===== config.mk =====
export PLATFORM = sky130hd
export DESIGN_NAME = false_position_root_search
export DESIGN_NICKNAME = d
export VERILOG_FILES = /design/src/rtl/fps_pkg.sv /design/src/rtl/fps_div.sv /design/src/rtl/fps_dpath.sv /design/src/rtl/fps_ctrl.sv /design/src/rtl/false_position_root_search.sv
export SDC_FILE = /design/constraint.sdc
export NUM_CORES = 2
export LEC_CHECK = 0
export BUFFER_PORTS_ARGS = -buffer_cell sky130_fd_sc_hd__buf_4
export CAP_MARGIN = 10
export CORE_AREA = 3 3 343 480
export CTS_BUF_LIST = sky130_fd_sc_hd__clkbuf_4
export CTS_CLUSTER_DIAMETER = 200
export DETAILED_ROUTE_END_ITERATION = 10
export DIE_AREA = 0 0 346 483
export PLACE_DENSITY = 0.71
export REMOVE_ABC_BUFFERS = 1
export SLEW_MARGIN = 15
export SYNTH_ARGS = -nofsm -noshare
export SYNTH_HDL_FRONTEND = slang
export SYNTH_SLANG_ARGS = --single-unit

===== constraint.sdc =====
create_clock -name clk -period 11.4 [get_ports clk]
set_input_delay 1.14 -clock clk [delete_from_list [all_inputs] [get_ports clk]]
set_output_delay 1.14 -clock clk [all_outputs]
set_load 0.02 [all_outputs]

===== src/rtl/fps_pkg.sv =====
// Package for the false-position root search block.
// Shared widths, status and action codes, and the controller/datapath structs.
// No dependencies.
package fps_pkg;

  localparam int DataW    = 32;              // Q16.16 word
  localparam int IterW    = 16;              // iteration counter
  localparam int TolW     = 31;              // tolerance register
  localparam int DenW     = DataW + 1;       // denominator magnitude
  localparam int ProdW    = 2 * DataW;       // product magnitude, dividend
  localparam int XW       = ProdW + 2;       // left endpoint minus quotient
  localparam int InDataW  = 5 * DataW;       // left, right, both values, sample
  localparam int OutDataW = DataW + IterW;   // point, iteration
  localparam int CfgDataW = TolW;
  localparam int DivStepsC = 2;              // quotient bits per divider cycle

  localparam logic [TolW-1:0]  TolResetC = TolW'(1);
  localparam logic [IterW-1:0] LimResetC = IterW'(100);

  typedef enum logic [2:0] {
    ST_PROPOSE   = 3'd0,
    ST_CONVERGED = 3'd1,
    ST_BAD_ORDER = 3'd2,
    ST_NO_SIGN   = 3'd3,
    ST_ZERO_DEN  = 3'd4,
    ST_LIMIT     = 3'd5,
    ST_IDLE_OVF  = 3'd6
  } status_t;

  typedef enum logic {
    ACT_START  = 1'b0,
    ACT_SAMPLE = 1'b1
  } action_t;

  typedef enum logic {
    CFG_TOLERANCE  = 1'b0,
    CFG_ITER_LIMIT = 1'b1
  } cfg_idx_t;

  // Controller to datapath
  typedef struct packed {
    logic    capture;        // latch the input transfer
    logic    clr_iter;       // start item: clear the iteration count
    logic    load_bracket;   // start item: take the new bracket
    logic    update_bracket; // sample item: move one endpoint
    logic    prep;           // register operand magnitudes
    logic    div_start;      // multiply and launch the divider
    logic    calc_x;         // form the new point
    logic    finish;         // commit the proposal
    logic    stop;           // end the search
    logic    res_load;       // load the pending result
    status_t res_code;
    logic    res_zero;       // result point is zero
    logic    emit;           // move the pending result into the output register
  } cmd_t;

  // Datapath to controller
  typedef struct packed {
    logic is_start;
    logic bad_order;
    logic no_sign;
    logic searching;
    logic converged;
    logic limit_hit;
    logic den_zero;
    logic div_done;
    logic overflow;
    logic out_free;
  } sts_t;

endpackage


===== src/rtl/fps_div.sv =====
// Iterative unsigned divider for the false-position datapath.
// Restoring division, fps_pkg::DivStepsC quotient bits per cycle. Uses fps_pkg.
module fps_div (
  input  logic                       clk,
  input  logic                       rst_n,
  input  logic                       start,
  input  logic [fps_pkg::ProdW-1:0]  dividend,
  input  logic [fps_pkg::DenW-1:0]   divisor,
  output logic                       done,
  output logic [fps_pkg::ProdW-1:0]  quotient
);

  localparam int Cycles = fps_pkg::ProdW / fps_pkg::DivStepsC;
  localparam int CntW   = $clog2(Cycles);

  logic                      busy_r, busy_nxt;
  logic                      done_r, done_nxt;
  logic [CntW-1:0]           cnt_r, cnt_nxt;
  logic [fps_pkg::DenW-1:0]  rem_r, rem_nxt;
  logic [fps_pkg::DenW-1:0]  den_r, den_nxt;
  logic [fps_pkg::ProdW-1:0] quo_r, quo_nxt;
  logic [fps_pkg::DenW:0]    r;
  logic [fps_pkg::ProdW-1:0] q;

  always_comb begin
    r = {1'b0, rem_r};
    q = quo_r;
    for (int i = 0; i < fps_pkg::DivStepsC; i++) begin
      r = {r[fps_pkg::DenW-1:0], q[fps_pkg::ProdW-1]};
      q = {q[fps_pkg::ProdW-2:0], 1'b0};
      if (r >= {1'b0, den_r}) begin
        r    = r - {1'b0, den_r};
        q[0] = 1'b1;
      end
    end
  end

  always_comb begin
    busy_nxt = busy_r;
    done_nxt = 1'b0;
    cnt_nxt  = cnt_r;
    rem_nxt  = rem_r;
    den_nxt  = den_r;
    quo_nxt  = quo_r;
    if (start) begin
      busy_nxt = 1'b1;
      cnt_nxt  = '0;
      rem_nxt  = '0;
      den_nxt  = divisor;
      quo_nxt  = dividend;
    end else if (busy_r) begin
      rem_nxt = r[fps_pkg::DenW-1:0];
      quo_nxt = q;
      cnt_nxt = cnt_r + CntW'(1);
      if (cnt_r == CntW'(Cycles - 1)) begin
        busy_nxt = 1'b0;
        done_nxt = 1'b1;
      end
    end
  end

  always_ff @(posedge clk) begin
    if (!rst_n) begin
      busy_r <= 1'b0;
      done_r <= 1'b0;
      cnt_r  <= '0;
    end else begin
      busy_r <= busy_nxt;
      done_r <= done_nxt;
      cnt_r  <= cnt_nxt;
    end
  end

  always_ff @(posedge clk) begin
    rem_r <= rem_nxt;
    den_r <= den_nxt;
    quo_r <= quo_nxt;
  end

  assign done     = done_r;
  assign quotient = quo_r;

endmodule


===== src/rtl/fps_dpath.sv =====
// Datapath of the false-position root search: search state, configuration
// registers, operand preparation, multiplier, divider and output register.
// Uses fps_pkg and fps_div.
module fps_dpath (
  input  logic                           clk,
  input  logic                           rst_n,
  input  fps_pkg::cmd_t                  cmd,
  output fps_pkg::sts_t                  sts,
  input  logic                           in_tuser,
  input  logic [fps_pkg::InDataW-1:0]    in_tdata,
  input  logic                           cfg_valid,
  input  logic                           cfg_index,
  input  logic [fps_pkg::CfgDataW-1:0]   cfg_data,
  input  logic                           out_tready,
  output logic                           out_tvalid,
  output logic [fps_pkg::OutDataW-1:0]   out_tdata,
  output logic [2:0]                     out_tuser
);

  localparam int W  = fps_pkg::DataW;
  localparam int HW = fps_pkg::XW - W + 1;

  function automatic logic is_pos(input logic [W-1:0] v);
    return !v[W-1] && (v != '0);
  endfunction

  // captured item
  fps_pkg::action_t  act_r;
  logic [W-1:0]      a_in_r, b_in_r, fa_in_r, fb_in_r, fx_in_r;

  // configuration
  logic [fps_pkg::TolW-1:0]  tol_r;
  logic [fps_pkg::IterW-1:0] lim_r;

  // search state
  logic [W-1:0]              bl_r, bl_nxt, br_r, br_nxt;
  logic [W-1:0]              vl_r, vl_nxt, vr_r, vr_nxt;
  logic [W-1:0]              prop_r, prop_nxt;
  logic [fps_pkg::IterW-1:0] iter_r, iter_nxt;
  logic                      srch_r, srch_nxt;

  // arithmetic
  logic [W:0]                ba, den, ba_neg, den_neg;
  logic [W-1:0]              fa_mag, fx_mag;
  logic [W-1:0]              mag_fa_r, mag_ba_r;
  logic [fps_pkg::DenW-1:0]  mag_den_r;
  logic                      qneg_r;
  logic [fps_pkg::ProdW-1:0] prod, quo;
  logic [fps_pkg::XW-1:0]    a_ext, q_ext, x_r;
  logic                      div_done;

  // results
  fps_pkg::status_t          res_code_r;
  logic [W-1:0]              res_point_r;
  logic                      out_valid_r;
  logic [fps_pkg::OutDataW-1:0] out_data_r;
  fps_pkg::status_t          out_code_r;

  // operand magnitudes; two's complement negation gives the right unsigned
  // magnitude even for the most negative value
  assign ba      = {br_r[W-1], br_r} - {bl_r[W-1], bl_r};
  assign den     = {vr_r[W-1], vr_r} - {vl_r[W-1], vl_r};
  assign ba_neg  = -ba;
  assign den_neg = -den;
  assign fa_mag  = vl_r[W-1] ? -vl_r : vl_r;
  assign fx_mag  = fx_in_r[W-1] ? -fx_in_r : fx_in_r;

  assign prod  = mag_fa_r * mag_ba_r;
  assign a_ext = {{(fps_pkg::XW - W){bl_r[W-1]}}, bl_r};
  assign q_ext = {2'b00, quo};

  fps_div u_div (
    .clk      (clk),
    .rst_n    (rst_n),
    .start    (cmd.div_start),
    .dividend (prod),
    .divisor  (mag_den_r),
    .done     (div_done),
    .quotient (quo)
  );

  always_comb begin
    bl_nxt   = bl_r;
    br_nxt   = br_r;
    vl_nxt   = vl_r;
    vr_nxt   = vr_r;
    prop_nxt = prop_r;
    iter_nxt = iter_r;
    srch_nxt = srch_r;
    if (cmd.clr_iter) begin
      iter_nxt = '0;
    end
    if (cmd.load_bracket) begin
      bl_nxt   = a_in_r;
      br_nxt   = b_in_r;
      vl_nxt   = fa_in_r;
      vr_nxt   = fb_in_r;
      prop_nxt = a_in_r;
    end
    if (cmd.update_bracket) begin
      // keep the endpoint whose value has the other sign
      if (is_pos(vl_r) != is_pos(fx_in_r)) begin
        br_nxt = prop_r;
        vr_nxt = fx_in_r;
      end else begin
        bl_nxt = prop_r;
        vl_nxt = fx_in_r;
      end
    end
    if (cmd.finish) begin
      prop_nxt = x_r[W-1:0];
      iter_nxt = iter_r + fps_pkg::IterW'(1);
      srch_nxt = 1'b1;
    end
    if (cmd.stop) begin
      srch_nxt = 1'b0;
    end
  end

  always_ff @(posedge clk) begin
    if (!rst_n) begin
      tol_r       <= fps_pkg::TolResetC;
      lim_r       <= fps_pkg::LimResetC;
      bl_r        <= '0;
      br_r        <= '0;
      vl_r        <= '0;
      vr_r        <= '0;
      prop_r      <= '0;
      iter_r      <= '0;
      srch_r      <= 1'b0;
      out_valid_r <= 1'b0;
    end else begin
      if (cfg_valid) begin
        case (fps_pkg::cfg_idx_t'(cfg_index))
          fps_pkg::CFG_TOLERANCE:  tol_r <= cfg_data;
          fps_pkg::CFG_ITER_LIMIT: lim_r <= cfg_data[fps_pkg::IterW-1:0];
          default: ;
        endcase
      end
      bl_r   <= bl_nxt;
      br_r   <= br_nxt;
      vl_r   <= vl_nxt;
      vr_r   <= vr_nxt;
      prop_r <= prop_nxt;
      iter_r <= iter_nxt;
      srch_r <= srch_nxt;
      if (cmd.emit) begin
        out_valid_r <= 1'b1;
      end else if (out_tready) begin
        out_valid_r <= 1'b0;
      end
    end
  end

  always_ff @(posedge clk) begin
    if (cmd.capture) begin
      act_r   <= fps_pkg::action_t'(in_tuser);
      a_in_r  <= in_tdata[W-1:0];
      b_in_r  <= in_tdata[2*W-1:W];
      fa_in_r <= in_tdata[3*W-1:2*W];
      fb_in_r <= in_tdata[4*W-1:3*W];
      fx_in_r <= in_tdata[5*W-1:4*W];
    end
    if (cmd.prep) begin
      mag_fa_r  <= fa_mag;
      mag_ba_r  <= ba[W] ? ba_neg[W-1:0] : ba[W-1:0];
      mag_den_r <= den[W] ? den_neg : den;
      qneg_r    <= vl_r[W-1] ^ ba[W] ^ den[W];
    end
    if (cmd.calc_x) begin
      x_r <= qneg_r ? a_ext + q_ext : a_ext - q_ext;
    end
    if (cmd.res_load) begin
      res_code_r  <= cmd.res_code;
      res_point_r <= cmd.res_zero ? '0 : prop_nxt;
    end
    if (cmd.emit) begin
      out_data_r <= {iter_r, res_point_r};
      out_code_r <= res_code_r;
    end
  end

  always_comb begin
    sts.is_start  = (act_r == fps_pkg::ACT_START);
    sts.bad_order = $signed(a_in_r) >= $signed(b_in_r);
    sts.no_sign   = is_pos(fa_in_r) == is_pos(fb_in_r);
    sts.searching = srch_r;
    sts.converged = fx_mag < {1'b0, tol_r};
    sts.limit_hit = iter_r >= lim_r;
    sts.den_zero  = (vr_r == vl_r);
    sts.div_done  = div_done;
    sts.overflow  = x_r[fps_pkg::XW-1:W-1] != {HW{x_r[W-1]}};
    sts.out_free  = !out_valid_r || out_tready;
  end

  assign out_tvalid = out_valid_r;
  assign out_tdata  = out_data_r;
  assign out_tuser  = out_code_r;

endmodule


===== src/rtl/fps_ctrl.sv =====
// Controller of the false-position root search: one-hot sequencer that
// steps the datapath through check, prepare, multiply, divide, new point and result.
// Uses fps_pkg.
module fps_ctrl (
  input  logic          clk,
  input  logic          rst_n,
  input  logic          in_tvalid,
  output logic          in_tready,
  input  fps_pkg::sts_t sts,
  output fps_pkg::cmd_t cmd
);

  typedef enum logic [7:0] {
    S_IDLE  = 8'b0000_0001,
    S_CHECK = 8'b0000_0010,
    S_PREP  = 8'b0000_0100,
    S_MUL   = 8'b0000_1000,
    S_DIV   = 8'b0001_0000,
    S_CALC  = 8'b0010_0000,
    S_DONE  = 8'b0100_0000,
    S_EMIT  = 8'b1000_0000
  } state_t;

  state_t state_r, state_nxt;

  assign in_tready = (state_r == S_IDLE);

  always_comb begin
    cmd       = '0;
    state_nxt = state_r;
    case (state_r)
      S_IDLE: begin
        if (in_tvalid) begin
          cmd.capture = 1'b1;
          state_nxt   = S_CHECK;
        end
      end
      S_CHECK: begin
        state_nxt = S_EMIT;
        if (sts.is_start) begin
          cmd.clr_iter = 1'b1;
          if (sts.bad_order) begin
            cmd.res_load = 1'b1;
            cmd.res_code = fps_pkg::ST_BAD_ORDER;
            cmd.res_zero = 1'b1;
            cmd.stop     = 1'b1;
          end else if (sts.no_sign) begin
            cmd.res_load = 1'b1;
            cmd.res_code = fps_pkg::ST_NO_SIGN;
            cmd.res_zero = 1'b1;
            cmd.stop     = 1'b1;
          end else begin
            cmd.load_bracket = 1'b1;
            state_nxt        = S_PREP;
          end
        end else if (!sts.searching) begin
          cmd.res_load = 1'b1;
          cmd.res_code = fps_pkg::ST_IDLE_OVF;
          cmd.res_zero = 1'b1;
        end else if (sts.converged) begin
          cmd.res_load = 1'b1;
          cmd.res_code = fps_pkg::ST_CONVERGED;
          cmd.stop     = 1'b1;
        end else begin
          cmd.update_bracket = 1'b1;
          state_nxt          = S_PREP;
        end
      end
      S_PREP: begin
        state_nxt = S_EMIT;
        if (sts.limit_hit) begin
          cmd.res_load = 1'b1;
          cmd.res_code = fps_pkg::ST_LIMIT;
          cmd.stop     = 1'b1;
        end else if (sts.den_zero) begin
          cmd.res_load = 1'b1;
          cmd.res_code = fps_pkg::ST_ZERO_DEN;
          cmd.stop     = 1'b1;
        end else begin
          cmd.prep  = 1'b1;
          state_nxt = S_MUL;
        end
      end
      S_MUL: begin
        cmd.div_start = 1'b1;
        state_nxt     = S_DIV;
      end
      S_DIV: begin
        if (sts.div_done) begin
          state_nxt = S_CALC;
        end
      end
      S_CALC: begin
        cmd.calc_x = 1'b1;
        state_nxt  = S_DONE;
      end
      S_DONE: begin
        cmd.res_load = 1'b1;
        state_nxt    = S_EMIT;
        if (sts.overflow) begin
          cmd.res_code = fps_pkg::ST_IDLE_OVF;
          cmd.stop     = 1'b1;
        end else begin
          cmd.res_code = fps_pkg::ST_PROPOSE;
          cmd.finish   = 1'b1;
        end
      end
      S_EMIT: begin
        if (sts.out_free) begin
          cmd.emit  = 1'b1;
          state_nxt = S_IDLE;
        end
      end
      default: begin
        state_nxt = S_IDLE;
      end
    endcase
  end

  always_ff @(posedge clk) begin
    if (!rst_n) begin
      state_r <= S_IDLE;
    end else begin
      state_r <= state_nxt;
    end
  end

endmodule


===== src/rtl/false_position_root_search.sv =====
// False-position root search, Q16.16. An item that ends at the bracket or
// sample check goes from the check to the result; a limit or zero-denominator
// stop passes operand preparation first; a new proposal also passes multiply,
// divide and the new-point step, with the divider making two bits a cycle.
// One item at a time; the next transfer is taken in the cycle after the
// result leaves the sequencer. Reset (rst_n, synchronous) stops any search.
module false_position_root_search (
  input  logic                            clk,
  input  logic                            rst_n,

  // input channel
  input  logic                            in_tvalid,
  output logic                            in_tready,
  // tdata: left[31:0], right[63:32], left_value[95:64],
  //        right_value[127:96], sample_value[159:128]
  input  logic [fps_pkg::InDataW-1:0]     in_tdata,
  // tuser: action (0 start with bracket, 1 function value sample)
  input  logic                            in_tuser,

  // result channel
  output logic                            out_tvalid,
  input  logic                            out_tready,
  // tdata: point[31:0], iteration[47:32]
  output logic [fps_pkg::OutDataW-1:0]    out_tdata,
  // tuser: status
  output logic [2:0]                      out_tuser,

  // configuration writes: index 0 tolerance, index 1 iteration limit
  input  logic                            cfg_valid,
  output logic                            cfg_ready,
  input  logic                            cfg_index,
  input  logic [fps_pkg::CfgDataW-1:0]    cfg_data
);

  fps_pkg::cmd_t cmd;
  fps_pkg::sts_t sts;

  // Configuration writes go straight into their registers, so the port never pushes back.
  assign cfg_ready = 1'b1;

  // Sequencer: takes one item per search step, drives the datapath through
  // check, operand preparation, multiply, divide, new point and result.
  fps_ctrl u_ctrl (
    .clk       (clk),
    .rst_n     (rst_n),
    .in_tvalid (in_tvalid),
    .in_tready (in_tready),
    .sts       (sts),
    .cmd       (cmd)
  );

  // Datapath: holds the bracket, the last proposed point, the iteration
  // count and the output register. The output register parts the result
  // channel from the sequencer, so a waiting result does not block a new
  // transfer on the input side.
  fps_dpath u_dpath (
    .clk        (clk),
    .rst_n      (rst_n),
    .cmd        (cmd),
    .sts        (sts),
    .in_tuser   (in_tuser),
    .in_tdata   (in_tdata),
    .cfg_valid  (cfg_valid),
    .cfg_index  (cfg_index),
    .cfg_data   (cfg_data),
    .out_tready (out_tready),
    .out_tvalid (out_tvalid),
    .out_tdata  (out_tdata),
    .out_tuser  (out_tuser)
  );

  // The divider finishes only while the sequencer is busy with a step.
  a_no_accept_in_div: assert property (@(posedge clk) disable iff (!rst_n)
    sts.div_done |-> !in_tready)
    else $error("divider finished while input was open");

  // A handed-over result shows up on the result channel in the next cycle.
  a_emit_shows: assert property (@(posedge clk) disable iff (!rst_n)
    cmd.emit |=> out_tvalid)
    else $error("result lost after hand-over");

  // Every proposal counts at least one point.
  a_propose_counted: assert property (@(posedge clk) disable iff (!rst_n)
    (out_tvalid && (out_tuser == fps_pkg::ST_PROPOSE))
      |-> (out_tdata[fps_pkg::OutDataW-1:fps_pkg::DataW] != '0))
    else $error("proposal with zero iteration count");

endmodule


==> flow_summary.ini <==
[status]
status = completed

[clocking]
htree_levels = 4
worstSkewPairLatency_ps = 1190
clkSlewWorstSetupHoldPaths_ps = 100
root_buffer = clkbuf_4
cts_tree = built
cts_buffer_depth = 3
cts_setup_buffers = 0
cts.sinks = 781
cts_made_buffers = 184

[worst_hold_path]
whs_path_depth = 1
hp-class = input pin to flop

[die]
ios = 252
die_w_microns = 346
fp-row-count = 174
start_util = 0.489
die_h_microns = 483
core_sq_mm = 0.161
dieArea_sq_mm = 0.167

[critical_path]
crit_type = flop to flop
r2r_cells = 27
cp_max_fo = 17
worstPathArrival_ps = 10280
cp-start-kind = flop
cp-end-kind = flop
cp.required_ps = 12260

[place]
io_buffers = 250
pre_cts_ws_ps = 2200
hpwl_mm = 177
gp_congestion = 0.957

[global_route]
grt_pass1_vias = 64800
grt_pass1_wl_mm = 360
overflow = 0
grt_max_degree = 89
grt_usage = 0.274
grt_antenna_before_repair = 11

[power_and_ir_drop]
power_leakage_nw = 39.1
internal_power_mw = 5.48
p_seq_frac = 0.392
ir_drop_mv = 0.0997
switching_power_mw = 2.97
p_comb_frac = 0.318
p_per_area_mw_per_mm2 = 99.6
switching_share = 0.351
pwr-share-clk = 0.290

[run]
cap_violations = 0

[synth]
seq_area_frac_synth = 0.264
synth_edf_count = 508
postSynth.asyncResetShare = 0
ys_warn_count = 0
ys.flop_type = edfxtp_1
yosysUniqueCellTypes = 92
syn_inst = 8379
ys_ff_latch = 781
netlist_area_sq_mm = 0.0785
syn_avg_cell_area_sq_um = 9.37

[route]
ant_nets = 0
wire_per_inst_microns = 21.3
drc = 0
top_layer_used = met5
via_per_inst = 5.73
wl_met3_mm = 16.2
drt_iter0_markers = 4757
firstDrtPassIters = 6
routed_wl_mm = 230
met1Wirelength_mm = 87.3
wl_met2_mm = 113
num_vias = 61800

[sta]
slew_violations = 0
relSlewSlack = 0.110
clock_skew_ps = 82.3
fin_tns_setup_ps = 0
finalCritPeriodShare = 0.827
hold_violations = 0
layout_setup_ws_ps = 1980
setup_viol = 0
tightest_slew_ps = 1320
rsz0062_at_grt = no
period_needed_ps = 9420
fmax_ghz = 0.106

[cells_and_area]
multi_input_area_sq_mm = 0.0518
nets = 10200
num-fill-cells = 14700
seq_area_sq_mm = 0.0207
synthToLayoutAreaGrowth_pct = 8.06
drive_gt1_frac = 0.0863
## power groups by stage
stage               registers, mW  clock network, mW  logic [mW]
floorplan                    3.34                  0        1.91
global placement             3.37                  0        2.59
detailed placement           3.37                  0        2.64
CTS                          3.31               2.52        2.66
global route                 3.32               2.65        2.95
finish                       3.31               2.45        2.69
## stage by stage
step | cell area, sq um | cells | utilization | hold WS (ps) | power, mW
6_report | 84900 | 10800 | 0.528 | 132 | 8.45
5_1_grt | 84800 | 10800 | 0.528 | 28.5 | 8.92
4_1_cts | 84800 | 10800 | 0.528 | 0.405 | 8.49
3_5_place_dp | 82200 | 10400 | 0.512 | 405 | 6.01
3_3_place_gp | 82200 | 10400 | 0.511 | 401 | 5.96
2_1_floorplan | 76800 | 7968 | - | 400 | 5.24
## placed cells by master, fill, tap and decap left out, drive strengths merged, types with 165 or more instances in the layout
cell / count
buf: 348
fa: 901
edfxtp: 508
a21oi: 431
a21o: 165
inv: 1186
nand2: 1026
o21ai: 419
xnor2: 262
clkbuf: 254
nor2: 236
dfxtp: 273
ha: 544
and2: 619
## timing repair
item / CTS / global route
endpoints found under the setup margin: 0 / 0
hold endpoints to repair: 8 / 0
hold buffers: 8 / 0
gates resized for setup: 0 / 0
## state kept, by name, summed over array words and instances (netlist names), 5 cells and up
register / cells
u_dpath.fb_in_r: 32
u_dpath.out_tdata: 48
u_dpath.mag_ba_r: 32
u_dpath.iter_r: 16
u_dpath.u_div.quotient: 64
u_dpath.lim_r: 16
u_dpath.prop_r: 32
u_dpath.res_point_r: 32
u_dpath.u_div.den_r: 33
u_dpath.u_div.cnt_r: 5
u_dpath.u_div.rem_r: 33
u_ctrl.state_r: 8
u_dpath.br_r: 32
u_dpath.mag_fa_r: 32
u_dpath.tol_r: 31
u_dpath.vr_r: 32
u_dpath.b_in_r: 32
u_dpath.fx_in_r: 32
u_dpath.x_r: 66
u_dpath.vl_r: 32
u_dpath.bl_r: 32
u_dpath.mag_den_r: 33
u_dpath.a_in_r: 32
u_dpath.fa_in_r: 32
## worst max-delay path: stages, from the launching register on
cell and delay [ps]:
edfxtp_1 940, buf_4 390, nand2_1 110, fa_1 540, inv_1 50, fa_1 380
fa_1 590, inv_1 70, fa_1 530, inv_1 50, fa_1 460, ha_1 330
fa_1 550, inv_1 60, fa_1 530, inv_1 50, ha_1 420, nand4_1 200
nor3_1 210, o21ai_0 140, o21ai_0 670, a31o_2 350, a21oi_1 220, o31ai_1 580
a21oi_1 210, o21bai_1 210, xnor2_1 140, o21ai_0 90
## cells by family (layout without fill, tap and decap cells)
family,count (synthesis),after routing,synth area share
adders and majority gates,1445,1445,0.316
xor gates and xnor gates,417,417,0.0466
other,1,13,0.0000478
AOI/OAI and AO/OA,1566,1566,0.125
buffers and inverters,1592,1882,0.0778
and+or+nand+nor,2473,2473,0.156
muxes,104,104,0.0139
DFF,781,781,0.264
## per-layer routing
layer	GRT usage	up-vias
li1	-	28100
met1	0.324	30600
met2	0.471	2481
met3	0.0512	654
met4	0.151	8
met5	0	-
## cells in the mapped netlist (165+ instances only)
cell | number | share of area
ha_1 | 544 | 0.087
inv_1 | 1180 | 0.056
edfxtp_1 | 508 | 0.19
clkbuf_1 | 364 | 0.017
fa_1 | 901 | 0.23
o21ai_0 | 315 | 0.020
a21oi_1 | 430 | 0.027
nor2_1 | 236 | 0.011
a21o_1 | 165 | 0.016
dfxtp_1 | 273 | 0.070
nand2_1 | 1026 | 0.049
xnor2_1 | 261 | 0.029
and2_1 | 617 | 0.049
## cell type report
class | instances | area share
diodes | 12 | 0.000354
clock buffers | 254 | 0.0225
clock inverters | 91 | 0.00724
inverters | 1181 | 0.0522
multi-input cells | 6006 | 0.610
flip-flops and latches | 781 | 0.244
well taps | 2112 | 0.0311
repair buffers | 356 | 0.0319
## path summary, 6_finish.rpt
| path | startpoint | end | slack [ps] |
|---|---|---|---|
| worst max-delay path | u_dpath.mag_fa_r[6] | u_dpath.u_div.quotient[57] | 1980 |
| worst min-delay path | in_tdata[41] | u_dpath.b_in_r[9] | 130 |
| worst min register to register | u_dpath.res_code_r[0] | u_dpath.out_tuser[0] | 370 |
| worst max register to register | u_dpath.mag_fa_r[6] | u_dpath.u_div.quotient[57] | 1980 |
Note: power is estimated with default switching activity, not from simulation.
